### src/hw/rtl/epfog_pkg.sv
// Shared types, constants and lookup functions for the equal-power fade-out gain block.
// Used by epfog_div, epfog_cos and equal_power_fade_out_gain_unit; no dependencies.
package epfog_pkg;

  localparam int unsigned PHASE_BITS_DEF = 10;
  localparam int unsigned FADE_W         = 16;
  localparam int unsigned POS_W          = 31;
  localparam int unsigned GAIN_W         = 15;
  localparam int unsigned OP_W           = 2;
  localparam int unsigned CFG_IDX_W      = 1;
  localparam int unsigned CFG_DATA_W     = 16;
  localparam int unsigned NUM_TERMS      = 6;
  localparam int unsigned TERM_W         = 3;

  localparam logic [31:0] HALF_PI_Q30 = 32'd1686629713;
  localparam logic [30:0] Q30_ONE     = 31'h4000_0000;
  localparam logic [30:0] GAIN_ROUND  = 31'h0000_4000;

  typedef enum logic [OP_W-1:0] {
    OP_POSITION = 2'd0,
    OP_TICK     = 2'd1,
    OP_TRACK    = 2'd2,
    OP_DURATION = 2'd3
  } op_e;

  typedef enum logic [CFG_IDX_W-1:0] {
    REG_FADE_LENGTH = 1'd0,
    REG_ENABLED     = 1'd1
  } reg_idx_e;

  typedef enum logic [1:0] {
    ST_IDLE,
    ST_DIVIDE,
    ST_CURVE,
    ST_EMIT
  } top_state_e;

  typedef enum logic [2:0] {
    CS_IDLE,
    CS_ANGLE,
    CS_SQUARE,
    CS_HOLDX2,
    CS_SCALE,
    CS_RECIP,
    CS_BACK,
    CS_FIX
  } cos_state_e;

  // Handshake between the control FSM and the curve sequencer
  typedef struct packed {
    logic              done;
    logic [GAIN_W-1:0] gain;
  } cos_status_t;

  // Taylor denominators, highest order term first
  function automatic logic [7:0] term_divisor(input logic [TERM_W-1:0] term);
    logic [7:0] d;
    case (term)
      3'd0:    d = 8'd132;
      3'd1:    d = 8'd90;
      3'd2:    d = 8'd56;
      3'd3:    d = 8'd30;
      3'd4:    d = 8'd12;
      3'd5:    d = 8'd2;
      default: d = 8'd2;
    endcase
    return d;
  endfunction

  // floor(2^32 / divisor): estimate is low by at most one
  function automatic logic [31:0] term_recip(input logic [TERM_W-1:0] term);
    logic [31:0] r;
    case (term)
      3'd0:    r = 32'd32537631;
      3'd1:    r = 32'd47721858;
      3'd2:    r = 32'd76695844;
      3'd3:    r = 32'd143165576;
      3'd4:    r = 32'd357913941;
      3'd5:    r = 32'd2147483648;
      default: r = 32'd2147483648;
    endcase
    return r;
  endfunction

endpackage

### src/hw/rtl/epfog_div.sv
// Serial restoring divider: quotient of (into << PHASE_BITS) / divisor, one bit a cycle.
// Depends on epfog_pkg; requires into < divisor.
module epfog_div #(
  parameter int unsigned PHASE_BITS = epfog_pkg::PHASE_BITS_DEF
) (
  input  logic                          clk_i,
  input  logic                          rst_ni,
  input  logic                          start_i,
  input  logic [epfog_pkg::FADE_W-1:0]  into_i,
  input  logic [epfog_pkg::FADE_W-1:0]  divisor_i,
  output logic                          done_o,
  output logic [PHASE_BITS-1:0]         quotient_o
);
  import epfog_pkg::*;

  localparam int unsigned CNT_W = $clog2(PHASE_BITS + 1);

  logic              busy_q, busy_d;
  logic              done_q, done_d;
  logic [CNT_W-1:0]  cnt_q, cnt_d;
  logic [FADE_W-1:0] rem_q, rem_d;
  logic [PHASE_BITS-1:0] quo_q, quo_d;
  logic [FADE_W:0]   shifted;
  logic              ge;

  assign shifted = {rem_q, 1'b0};
  assign ge      = shifted >= {1'b0, divisor_i};

  always_comb begin
    busy_d = busy_q;
    done_d = 1'b0;
    cnt_d  = cnt_q;
    rem_d  = rem_q;
    quo_d  = quo_q;
    if (start_i) begin
      busy_d = 1'b1;
      cnt_d  = CNT_W'(PHASE_BITS);
      rem_d  = into_i;
      quo_d  = '0;
    end else if (busy_q) begin
      rem_d = ge ? FADE_W'(shifted - {1'b0, divisor_i}) : shifted[FADE_W-1:0];
      quo_d = {quo_q[PHASE_BITS-2:0], ge};
      cnt_d = cnt_q - CNT_W'(1);
      if (cnt_q == CNT_W'(1)) begin
        busy_d = 1'b0;
        done_d = 1'b1;
      end
    end
  end

  always_ff @(posedge clk_i or negedge rst_ni) begin
    if (!rst_ni) begin
      busy_q <= 1'b0;
      done_q <= 1'b0;
      cnt_q  <= '0;
    end else begin
      busy_q <= busy_d;
      done_q <= done_d;
      cnt_q  <= cnt_d;
    end
  end

  always_ff @(posedge clk_i) begin
    rem_q <= rem_d;
    quo_q <= quo_d;
  end

  assign done_o     = done_q;
  assign quotient_o = quo_q;

endmodule

### src/hw/rtl/epfog_cos.sv
// Quarter-cosine curve: nested Taylor terms on one shared 32x32 multiplier.
// Depends on epfog_pkg; constant division done by reciprocal multiply and correction.
module epfog_cos #(
  parameter int unsigned PHASE_BITS = epfog_pkg::PHASE_BITS_DEF
) (
  input  logic                      clk_i,
  input  logic                      rst_ni,
  input  logic                      start_i,
  input  logic [PHASE_BITS-1:0]     idx_i,
  output epfog_pkg::cos_status_t    status_o
);
  import epfog_pkg::*;

  cos_state_e        state_q, state_d;
  logic [TERM_W-1:0] term_q;
  logic [PHASE_BITS-1:0] idx_q;
  logic [63:0]       prod_q;
  logic [31:0]       x2_q, y_q, q_q;
  logic [30:0]       t_q;
  logic              done_q;
  logic [31:0]       mul_a, mul_b;
  logic [31:0]       rem;
  logic [31:0]       p_fix;
  logic [30:0]       t_next;
  logic [30:0]       rounded;
  logic              last_term;

  assign last_term = term_q == TERM_W'(NUM_TERMS - 1);

  // Next state
  always_comb begin
    state_d = state_q;
    case (state_q)
      CS_IDLE:   if (start_i) state_d = CS_ANGLE;
      CS_ANGLE:  state_d = CS_SQUARE;
      CS_SQUARE: state_d = CS_HOLDX2;
      CS_HOLDX2: state_d = CS_SCALE;
      CS_SCALE:  state_d = CS_RECIP;
      CS_RECIP:  state_d = CS_BACK;
      CS_BACK:   state_d = CS_FIX;
      CS_FIX:    state_d = last_term ? CS_IDLE : CS_SCALE;
      default:   state_d = CS_IDLE;
    endcase
  end

  // Multiplier operand selection
  always_comb begin
    mul_a = '0;
    mul_b = '0;
    case (state_q)
      CS_ANGLE: begin
        mul_a = HALF_PI_Q30;
        mul_b = 32'(idx_q);
      end
      CS_SQUARE: begin
        mul_a = {1'b0, prod_q[PHASE_BITS +: 31]};
        mul_b = {1'b0, prod_q[PHASE_BITS +: 31]};
      end
      CS_SCALE: begin
        mul_a = x2_q;
        mul_b = {1'b0, t_q};
      end
      CS_RECIP: begin
        mul_a = prod_q[61:30];
        mul_b = term_recip(term_q);
      end
      CS_BACK: begin
        mul_a = prod_q[63:32];
        mul_b = 32'(term_divisor(term_q));
      end
      default: begin
        mul_a = '0;
        mul_b = '0;
      end
    endcase
  end

  // Correct the low-by-one estimate, then form t = 1 - p clamped at zero
  assign rem    = y_q - prod_q[31:0];
  assign p_fix  = (rem >= 32'(term_divisor(term_q))) ? q_q + 32'd1 : q_q;
  assign t_next = (p_fix >= {1'b0, Q30_ONE}) ? '0 : Q30_ONE - p_fix[30:0];

  always_ff @(posedge clk_i or negedge rst_ni) begin
    if (!rst_ni) begin
      state_q <= CS_IDLE;
      term_q  <= '0;
      done_q  <= 1'b0;
    end else begin
      state_q <= state_d;
      done_q  <= (state_q == CS_FIX) && last_term;
      if (state_q == CS_HOLDX2) begin
        term_q <= '0;
      end else if (state_q == CS_FIX) begin
        term_q <= term_q + TERM_W'(1);
      end
    end
  end

  always_ff @(posedge clk_i) begin
    prod_q <= mul_a * mul_b;
    if (state_q == CS_IDLE && start_i) idx_q <= idx_i;
    if (state_q == CS_HOLDX2) begin
      x2_q <= prod_q[61:30];
      t_q  <= Q30_ONE;
    end
    if (state_q == CS_RECIP) y_q <= prod_q[61:30];
    if (state_q == CS_BACK)  q_q <= prod_q[63:32];
    if (state_q == CS_FIX)   t_q <= t_next;
  end

  assign rounded       = t_q + GAIN_ROUND;
  assign status_o.done = done_q;
  assign status_o.gain = rounded[30] ? {GAIN_W{1'b1}} : rounded[29:15];

endmodule

### src/hw/rtl/equal_power_fade_out_gain_unit.sv
// Equal-power fade-out gain: event handling, fade state and result register.
// Depends on epfog_pkg, epfog_div and epfog_cos.
// A tick inside the fade gives its result after the serial divider and the curve sequence
// (angle, square, then scale, reciprocal, back-multiply and fix per Taylor term) have run.
// The end-of-fade tick goes straight to the emit state and the result register; other transactions
// finish in their accept cycle. One transaction at a time. Reset: fade idle, enabled set.
module equal_power_fade_out_gain_unit #(
  parameter int unsigned PHASE_BITS = epfog_pkg::PHASE_BITS_DEF
) (
  input  logic                              clk_i,
  input  logic                              rst_ni,
  // configuration
  input  logic                              cfg_we_i,
  input  logic [epfog_pkg::CFG_IDX_W-1:0]   cfg_index_i,
  input  logic [epfog_pkg::CFG_DATA_W-1:0]  cfg_data_i,
  // event channel
  input  logic                              in_valid_i,
  output logic                              in_ready_o,
  input  logic [epfog_pkg::OP_W-1:0]        operation_i,
  input  logic [epfog_pkg::POS_W-1:0]       value_ms_i,
  // gain channel
  output logic                              out_valid_o,
  input  logic                              out_ready_i,
  output logic [epfog_pkg::GAIN_W-1:0]      gain_q15_o,
  output logic                              fade_end_o
);
  import epfog_pkg::*;

  top_state_e        state_q, state_d;

  // configuration registers
  logic [FADE_W-1:0] fade_len_q;
  logic              enabled_q;

  // playback tracking
  logic              fading_q;
  logic [POS_W-1:0]  last_pos_q;
  logic [POS_W-1:0]  start_pos_q;
  logic [POS_W-1:0]  track_len_q;

  // pending result and output register
  logic [GAIN_W-1:0] res_gain_q;
  logic              res_end_q;
  logic              out_valid_q;
  logic [GAIN_W-1:0] out_gain_q;
  logic              out_end_q;

  logic              accept;
  logic              tick_run;
  logic              tick_end;
  logic              arm;
  logic [POS_W-1:0]  into_full;
  logic [POS_W-1:0]  remaining;
  logic              div_start;
  logic              div_done;
  logic [PHASE_BITS-1:0] div_quo;
  cos_status_t       cos_status;
  logic              out_load;

  assign accept    = in_valid_i && in_ready_o;

  // into = last - start, floored at zero; it fits FADE_W bits whenever the fade continues
  assign into_full = (last_pos_q > start_pos_q) ? last_pos_q - start_pos_q : '0;
  assign tick_run  = enabled_q && (fade_len_q != '0) && fading_q
                     && (op_e'(operation_i) == OP_TICK);
  assign tick_end  = into_full >= POS_W'(fade_len_q);

  // Arm when not fading, fade and track lengths are nonzero and 0 < track - position <= fade length
  assign remaining = track_len_q - value_ms_i;
  assign arm = (fade_len_q != '0) && (track_len_q != '0) && !fading_q
               && (track_len_q > value_ms_i) && (remaining <= POS_W'(fade_len_q));

  // Next state
  always_comb begin
    state_d = state_q;
    case (state_q)
      ST_IDLE: begin
        if (accept && tick_run) state_d = tick_end ? ST_EMIT : ST_DIVIDE;
      end
      ST_DIVIDE: if (div_done) state_d = ST_CURVE;
      ST_CURVE:  if (cos_status.done) state_d = ST_EMIT;
      ST_EMIT:   if (!out_valid_q || out_ready_i) state_d = ST_IDLE;
      default:   state_d = ST_IDLE;
    endcase
  end

  // Control outputs
  always_comb begin
    in_ready_o = 1'b0;
    div_start  = 1'b0;
    out_load   = 1'b0;
    case (state_q)
      ST_IDLE: begin
        in_ready_o = 1'b1;
        div_start  = accept && tick_run && !tick_end;
      end
      ST_EMIT:  out_load = !out_valid_q || out_ready_i;
      default: begin
        in_ready_o = 1'b0;
        div_start  = 1'b0;
        out_load   = 1'b0;
      end
    endcase
  end

  epfog_div #(
    .PHASE_BITS (PHASE_BITS)
  ) u_div (
    .clk_i      (clk_i),
    .rst_ni     (rst_ni),
    .start_i    (div_start),
    .into_i     (into_full[FADE_W-1:0]),
    .divisor_i  (fade_len_q),
    .done_o     (div_done),
    .quotient_o (div_quo)
  );

  epfog_cos #(
    .PHASE_BITS (PHASE_BITS)
  ) u_cos (
    .clk_i    (clk_i),
    .rst_ni   (rst_ni),
    .start_i  (div_done),
    .idx_i    (div_quo),
    .status_o (cos_status)
  );

  // Control and tracking state
  always_ff @(posedge clk_i or negedge rst_ni) begin
    if (!rst_ni) begin
      state_q     <= ST_IDLE;
      fade_len_q  <= '0;
      enabled_q   <= 1'b1;
      fading_q    <= 1'b0;
      last_pos_q  <= '0;
      start_pos_q <= '0;
      track_len_q <= '0;
      out_valid_q <= 1'b0;
    end else begin
      state_q <= state_d;

      // Hold the result until taken; load it from the pending slot
      if (out_load) begin
        out_valid_q <= 1'b1;
      end else if (out_ready_i) begin
        out_valid_q <= 1'b0;
      end

      // Drop every transaction while disabled
      if (accept && enabled_q) begin
        case (op_e'(operation_i))
          OP_POSITION: begin
            last_pos_q <= value_ms_i;
            if (arm) begin
              fading_q    <= 1'b1;
              start_pos_q <= value_ms_i;
            end
          end
          OP_TICK: begin
            if (tick_run && tick_end) fading_q <= 1'b0;
          end
          OP_TRACK: begin
            fading_q    <= 1'b0;
            last_pos_q  <= '0;
            track_len_q <= value_ms_i;
          end
          OP_DURATION: track_len_q <= value_ms_i;
          default: ;
        endcase
      end

      if (cfg_we_i) begin
        case (reg_idx_e'(cfg_index_i))
          REG_FADE_LENGTH: fade_len_q <= cfg_data_i[FADE_W-1:0];
          REG_ENABLED: begin
            enabled_q <= cfg_data_i[0];
            if (!cfg_data_i[0]) fading_q <= 1'b0;
          end
          default: ;
        endcase
      end
    end
  end

  // Result payload
  always_ff @(posedge clk_i) begin
    if (accept && tick_run && tick_end) begin
      res_gain_q <= '0;
      res_end_q  <= 1'b1;
    end else if (cos_status.done) begin
      res_gain_q <= cos_status.gain;
      res_end_q  <= 1'b0;
    end
    if (out_load) begin
      out_gain_q <= res_gain_q;
      out_end_q  <= res_end_q;
    end
  end

  assign out_valid_o = out_valid_q;
  assign gain_q15_o  = out_gain_q;
  assign fade_end_o  = out_end_q;

  // The divider reports only while the FSM waits on it
  a_div_done_in_divide: assert property (@(posedge clk_i) disable iff (!rst_ni)
    div_done |-> state_q == ST_DIVIDE)
    else $error("divider done outside divide phase");

  // The curve sequencer reports only while the FSM waits on it
  a_cos_done_in_curve: assert property (@(posedge clk_i) disable iff (!rst_ni)
    cos_status.done |-> state_q == ST_CURVE)
    else $error("curve done outside curve phase");

  // A free output slot in the emit phase produces a result next cycle
  a_emit_loads: assert property (@(posedge clk_i) disable iff (!rst_ni)
    (state_q == ST_EMIT && (!out_valid_q || out_ready_i)) |=> out_valid_o)
    else $error("result not presented after emit");

  // No new transaction while an item is in flight
  a_busy_blocks_input: assert property (@(posedge clk_i) disable iff (!rst_ni)
    (state_q == ST_DIVIDE || state_q == ST_CURVE) |-> !in_ready_o)
    else $error("input accepted during computation");

endmodule

### config.mk
export PLATFORM = sky130hd
export DESIGN_NAME = equal_power_fade_out_gain_unit
export DESIGN_NICKNAME = d
export VERILOG_FILES = /design/src/hw/rtl/epfog_pkg.sv /design/src/hw/rtl/epfog_div.sv /design/src/hw/rtl/epfog_cos.sv /design/src/hw/rtl/equal_power_fade_out_gain_unit.sv
export SDC_FILE = /design/constraint.sdc
export NUM_CORES = 2
export LEC_CHECK = 0
export BUFFER_PORTS_ARGS = -buffer_cell sky130_fd_sc_hd__buf_2
export CORE_MARGIN = 2
export CORE_UTILIZATION = 40
export CTS_CLUSTER_DIAMETER = 40
export DETAILED_ROUTE_END_ITERATION = 7
export PLACE_DENSITY_LB_ADDON = 0.2
export SYNTH_ARGS = -nofsm -noshare
export SYNTH_HDL_FRONTEND = slang
export SYNTH_SLANG_ARGS = --single-unit
### constraint.sdc
create_clock -name clk_i -period 12.2 [get_ports clk_i]
set_clock_uncertainty 0.2 [all_clocks]
set_input_delay 1.83 -clock clk_i [delete_from_list [all_inputs] [get_ports clk_i]]
set_output_delay 1.83 -clock clk_i [all_outputs]
set_load 0.01 [all_outputs]
== Word level (Yosys, flattened, before mapping) ==
Index checks and enable logic that the tools add are counted.
Widths: inputs -> output; s select.

* Logic and storage cells: 149
* Bits in registers: 386
* Output and inout bits: 18
* Input port bits: 55

* Reduce and logical (&&, ||, !) cells: 36
* $mul: 1
* Equality and inequality tests: 24
* Bitwise operators: 1
* Multiplexer cells: 45
* $add $sub $neg: 9
* Order comparisons: 7

{| class="wikitable"
|+ Operator list
! operator !! count
|-
| $pmux 32 s5 || 3
|-
| $mux 31 || 4
|-
| $mul 32x32->64 || 1
|-
| $gt 31x31->1 || 2
|-
| $pmux 31 s2 || 1
|-
| $sub 31x31->31 || 2
|-
| $mux 16 || 3
|-
| $pmux 8 s5 || 1
|-
| $add 32x1->32 const B || 1
|-
| $ge 32x31->1 const B || 1
|-
| $ge 32x8->1 || 1
|-
| $mux 32 || 1
|-
| $sub 32x32->32 || 1
|-
| $add 31x15->31 const B || 1
|-
| $ge 31x16->1 || 1
|-
| $le 31x16->1 || 1
|-
| $reduce_bool 31->1 || 1
|-
| $sub 31x31->31 const A || 1
|-
| $pmux 3 s8 || 1
|-
| $eq 3x3->1 const B || 6
|-
| $ge 17x16->1 || 1
|-
| $mux 1 || 17
|-
| $reduce_bool 16->1 || 1
|-
| $sub 16x16->16 || 1
|-
| 26 further kinds || 69
|}

== Depth between registers and ports, before layout ==
* Depth after elaboration: 11
* Gate-level depth with buffers: 42
* Gate-level depth less buffers: 40

== Modules after synthesis ==
A second synthesis with hierarchy kept.

* Cells, all modules: 6299
* Area, all modules: 56437.9 um^2

{| class="wikitable"
|+ By module, submodules not included
! module !! sequential area each (um^2) !! cells an instance !! area each (um^2) !! instances
|-
| epfog_cos || 5570.3 || 4878 || 43832.0 || 1
|-
| equal_power_fade_out_gain_unit || 3654.8 || 1170 || 10244.8 || 1
|-
| epfog_div || 830.8 || 251 || 2361.0 || 1
|}

== Worst setup path before layout ==
OpenSTA, ideal clock, no wires.

* Kind: reg-to-reg
* From: register u_cos.state_q[2]
* To: register u_cos.prod_q[56]
* Cell stages (with the launch flop): 40
* Buffers on the path: 5
* Library setup time: 0.126 ns
* Period minus slack after synthesis: 10.693 ns
* Required time: 11.874 ns
* Arrival: 10.367 ns
* Slack: 1.507 ns
* Path through: dfrtp_1 clkbuf_1 nor2b_1 nand2_1 inv_1 clkbuf_1 nand2_1 and4_1 clkbuf_1 clkbuf_1 nor2_1 fa_1 fa_1 fa_1 inv_1 fa_1 inv_1 fa_1 [... 4 more ...] fa_1 ha_1 clkbuf_1 o21ai_0 a21oi_1 a221o_1 a211o_1 a211oi_1 a21oi_1 a311o_1 a221oi_1 a21oi_1 o21a_1 nor2_1 o211ai_1 a21oi_1 o21ai_1 xor2_1

* Longest elaborated chain between the ends: 3
* Elaborated cells on any way between the ends: 8
* Classes of those cells: 1 x mul; 5 x eq/ne; 2 x mux

{| class="wikitable"
|+ RTL lines
! item !! RTL line !! RTL
|-
| from (decl) || epfog_cos.sv:14 || <nowiki>cos_state_e state_q, state_d;</nowiki>
|-
| from (signal assigned) || epfog_cos.sv:89 || <nowiki>state_q <= state_d;</nowiki>
|-
| $eq 3x3->1, or another cell as far along || epfog_cos.sv:50 || <nowiki>case (state_q)</nowiki>
|-
| $pmux 32 s5 || epfog_cos.sv:50 ||
|-
| $mul 32x32->64 (*) || epfog_cos.sv:100 || <nowiki>prod_q <= mul_a * mul_b;</nowiki>
|-
| to (signal assigned) || epfog_cos.sv:100 ||
|-
| to (decl) || epfog_cos.sv:17 || <nowiki>logic [63:0] prod_q;</nowiki>
|}

Every way passes the cells marked *; elsewhere a longest branch is shown, timed or not.
A chain may end at the register's enable or synchronous reset.

== Worst setup path after layout ==
* From: register u_cos.state_q[1]
* To: register u_cos.prod_q[60]

Same word-level chain as after synthesis.

==> impl_metrics.ini <==
[cts]
cts_sinks = 386
post_cts_buffers = 0
cts_tree = yes
clk_latency_ns = 0.62
cts_buffers = 53
htreeDepth = 2
ctsLongestPathBuffers = 3
hold_buffers = 0
cts_resized = 0
cts-root-buf = clkbuf_16
clk_pin_slew_ns = 0.07

[pwr]
ir_worst_vdd_uv = 137
clkPwrFrac_pct = 18.1
p_comb_share_pct = 60.3
power.internal_mw = 4.24
cellLeakagePower_nw = 28.0
p_switching_mw = 4.47
seqPwrFrac_pct = 21.6
power_density_mw_per_mm2 = 145
swShare_pct = 51.3

[logic_synthesis]
netlist_area_mm2 = 0.0553
ys_seq_elements = 386
synth_top_cells_by_area = fa_1, ha_1, edfxtp_1, inv_1, dfrtp_1
ys.flop_type = edfxtp_1
synth_cell_type_count = 104
synth_top_area_share_pct = 32.6
syn_nets = 7532
ys_warn_count = 0
synth_compound_area_share_pct = 10.3
yosys.area_share.simple_pct = 15.4
yosys-mux-area-fraction_pct = 1.68
synthCells = 6152
yosysTopAreaCell = fa_1
synth_edf_count = 169
yosysSeqAreaShare_pct = 18.2
async_flop_share_pct = 32.9
synth_fa_ha_area_share_pct = 42.2
yosys.area_share.xor_xnor_pct = 2.88
synth_top_family_by_area = adder cells
avgSynthCellArea_um2 = 8.99

[place]
place_congestion = 0.974
port_buffers = 72
place_hpwl_mm = 154

[detailed_routing]
finalWirelength_mm = 193
antenna_left = 0
drc = 0
vias_per_cell = 5.55
drt_iter0_markers = 3755
dr.pass1.iters = 5
wl_per_cell_um = 24.1
via_count = 44300

[worst_setup_path]
timing.rr.start = u_cos.state_q[1]$_DFFE_PN0P_
cp-startpoint = u_cos.state_q[1]$_DFFE_PN0P_
worstSetupEndpointType = register
crit_required_ns = 12.48
crit_type = reg -> reg
worstPathArrival_ns = 11.89
r2r_slack_ns = 0.59
worst_path_most_repeated_cell = fa_1
path_max_fanout = 33
critPathMaxStageDelay_ns = 1.15
crit_slowest_cell = o21a_1
startpoint_type = register

[final_layout]
seq_area_mm2 = 0.0101
nFillCells = 13500
area_growth_pct = 8.86
layout-drive-gt1-share_pct = 7.09
final_nets = 7532
multi_input_area_mm2 = 0.0405
final_util_pct = 43.9

[outcome]
violations = capacitance limit, slew limit
status = finished with violations

[sta]
final-hold-violation-count = 0
setup_violations = 0
rsz0062_at_grt = false
worstMarginPinSlew_ns = 1.51
min_period_ns = 11.61
post-route-period-util_pct = 95.2
slew_headroom_pct = -0.615
hold_ws_ns = 0.235
maxSlewViolCount = 23
fmax_mhz = 86.1
tns_ns = 0

[floorplanning]
die_w_um = 376
dieArea_mm2 = 0.141
pin_count = 73
num_rows = 136
fp.coreArea_mm2 = 0.137
die_height_um = 376
start_util_pct = 40.3

[global_route]
groute.usage.overall_pct = 27.6
grt-ovfl-total = 0
grt_pass1_wl_mm = 292
grt_max_degree = 76
antenna_found_initial = 10
grt_pass1_vias = 45700

[hold_path]
min_from = res_gain_q[2]$_SDFFE_PP0P_
min_path_type = reg -> reg

[run]
max_cap_violations = 2
-- layer usage --
| layer | global-route usage (%) | share of wire, % | vias to the layer above |
|---|---|---|---|
| li1 | - | - | 19700 |
| met3 | 3.93 | 6.9 | 430 |
| met2 | 44.4 | 46 | 1729 |
| met4 | 13.1 | 5.8 | 4 |
| met5 | 0 | 0.012 | - |
| met1 | 36.6 | 42 | 22500 |
-- logic make-up after synthesis --
kind of cell / Yosys count
adders and majority gates: 1325
muxes: 91
AOI/OAI and AO/OA: 856
and+or+nand+nor: 1952
buffers and inverters: 1362
DFF: 386
xor gates and xnor gates: 180
-- power by group through the flow --
stage	clock, mW	combinational [mW]	sequential (mW)
after floorplan	0	3.13	1.77
after global placement	0	5.11	1.90
after detailed placement	0	5.12	1.90
after CTS	1.61	5.17	1.88
after global routing	1.66	5.64	1.91
final	1.58	5.25	1.88
-- cell usage after synthesis, drive strengths merged (20+ instances only) --
cell type     n
a21oi       197
or3          21
nand4        58
o22ai        29
a21o         76
xor2         64
ha          425
nand3        67
fa          900
nor2        759
mux2i        75
clkbuf      267
o21ai       183
dfrtp       126
nor4         28
nand2b       61
a221o        31
o31ai        38
a221oi       34
a211oi       27
dfxtp        90
and2         25
edfxtp      169
a22oi        26
nor2b        45
a31oi        28
and3         39
o21bai       20
nor3         63
inv        1064
xnor2       116
o21a         45
buf          30
nand2       727
-- path summary, 6_finish.rpt --
| check | to | cells after the start |
|---|---|---|
| hold / removal | gain_q15_o[2]$_DFFE_PP_ | 0 |
| min in group asynchronous | track_len_q[11]$_DFFE_PN0P_ | 1 |
| max in group asynchronous | start_pos_q[18]$_DFFE_PN0P_ | 2 |
| setup reg to reg | u_cos.prod_q[60]$_DFF_P_ | 34 |
| setup / recovery | u_cos.prod_q[60]$_DFF_P_ | 34 |
| hold reg to reg | gain_q15_o[2]$_DFFE_PP_ | 0 |
-- through the flow --
stage,worst slack (ns),std cells,power [mW],instance area [µm²]
floorplan,1.51,6152,4.90,55300
global placement,0.890,7891,7.01,58400
detailed placement,0.828,7891,7.02,58400
CTS,0.787,7989,8.65,60200
global route,0.285,7989,9.20,60200
finish,0.589,7992,8.71,60200
-- worst max-delay path: cells and delay by family (launching register included) --
kind / cells / cell delay [ns]
DFF: 1 / 0.57
adders and majority gates: 9 / 4.44
xor gates and xnor gates: 1 / 0.15
buffers and inverters: 6 / 0.77
and+or+nand+nor: 3 / 0.57
AOI/OAI and AO/OA: 15 / 4.72
-- placed cells by master (no fill, tap or decap), types with 20 or more instances in the layout --
master,count
nor2b_1,43
clkbuf_16,55
dfxtp_1,90
inv_1,1063
nor2_1,753
o31ai_1,37
nand2b_1,60
a21o_1,76
o21bai_1,20
a221o_1,31
nand2_1,726
mux2i_1,75
nor3_1,58
a31oi_1,27
a21oi_1,193
o21ai_0,169
ha_1,425
nor4_1,23
o21a_1,45
a22oi_1,23
buf_4,169
and3_1,39
nand4_1,56
nand3_1,65
fa_1,900
edfxtp_1,169
xnor2_1,115
dfrtp_1,124
o22ai_1,27
xor2_1,63
buf_2,71
a211oi_1,26
or3_1,21
and2_1,23
-- final cells by class --
type                       count  share of cell area (%)
antenna                        3                  0.0125
inverter                    1065                    6.64
tap                         1794                    3.73
timing repair buffer         242                    2.75
clock buffer                  64                    2.39
clock inverter                34                   0.584
multi-input combinational   4404                    67.2
sequential                   386                    16.7
-- registers in the layout (all words and copies together) (netlist names), 15 cells and up --
signal / flops
track_len_q: 31
u_cos.x2_q: 32
res_gain_q: 15
u_cos.t_q: 31
last_pos_q: 31
u_cos.prod_q: 64
gain_q15_o: 15
start_pos_q: 31
u_cos.q_q: 32
u_div.rem_q: 16
u_cos.y_q: 32
fade_len_q: 16
Note: power is estimated with default switching activity, not from simulation.
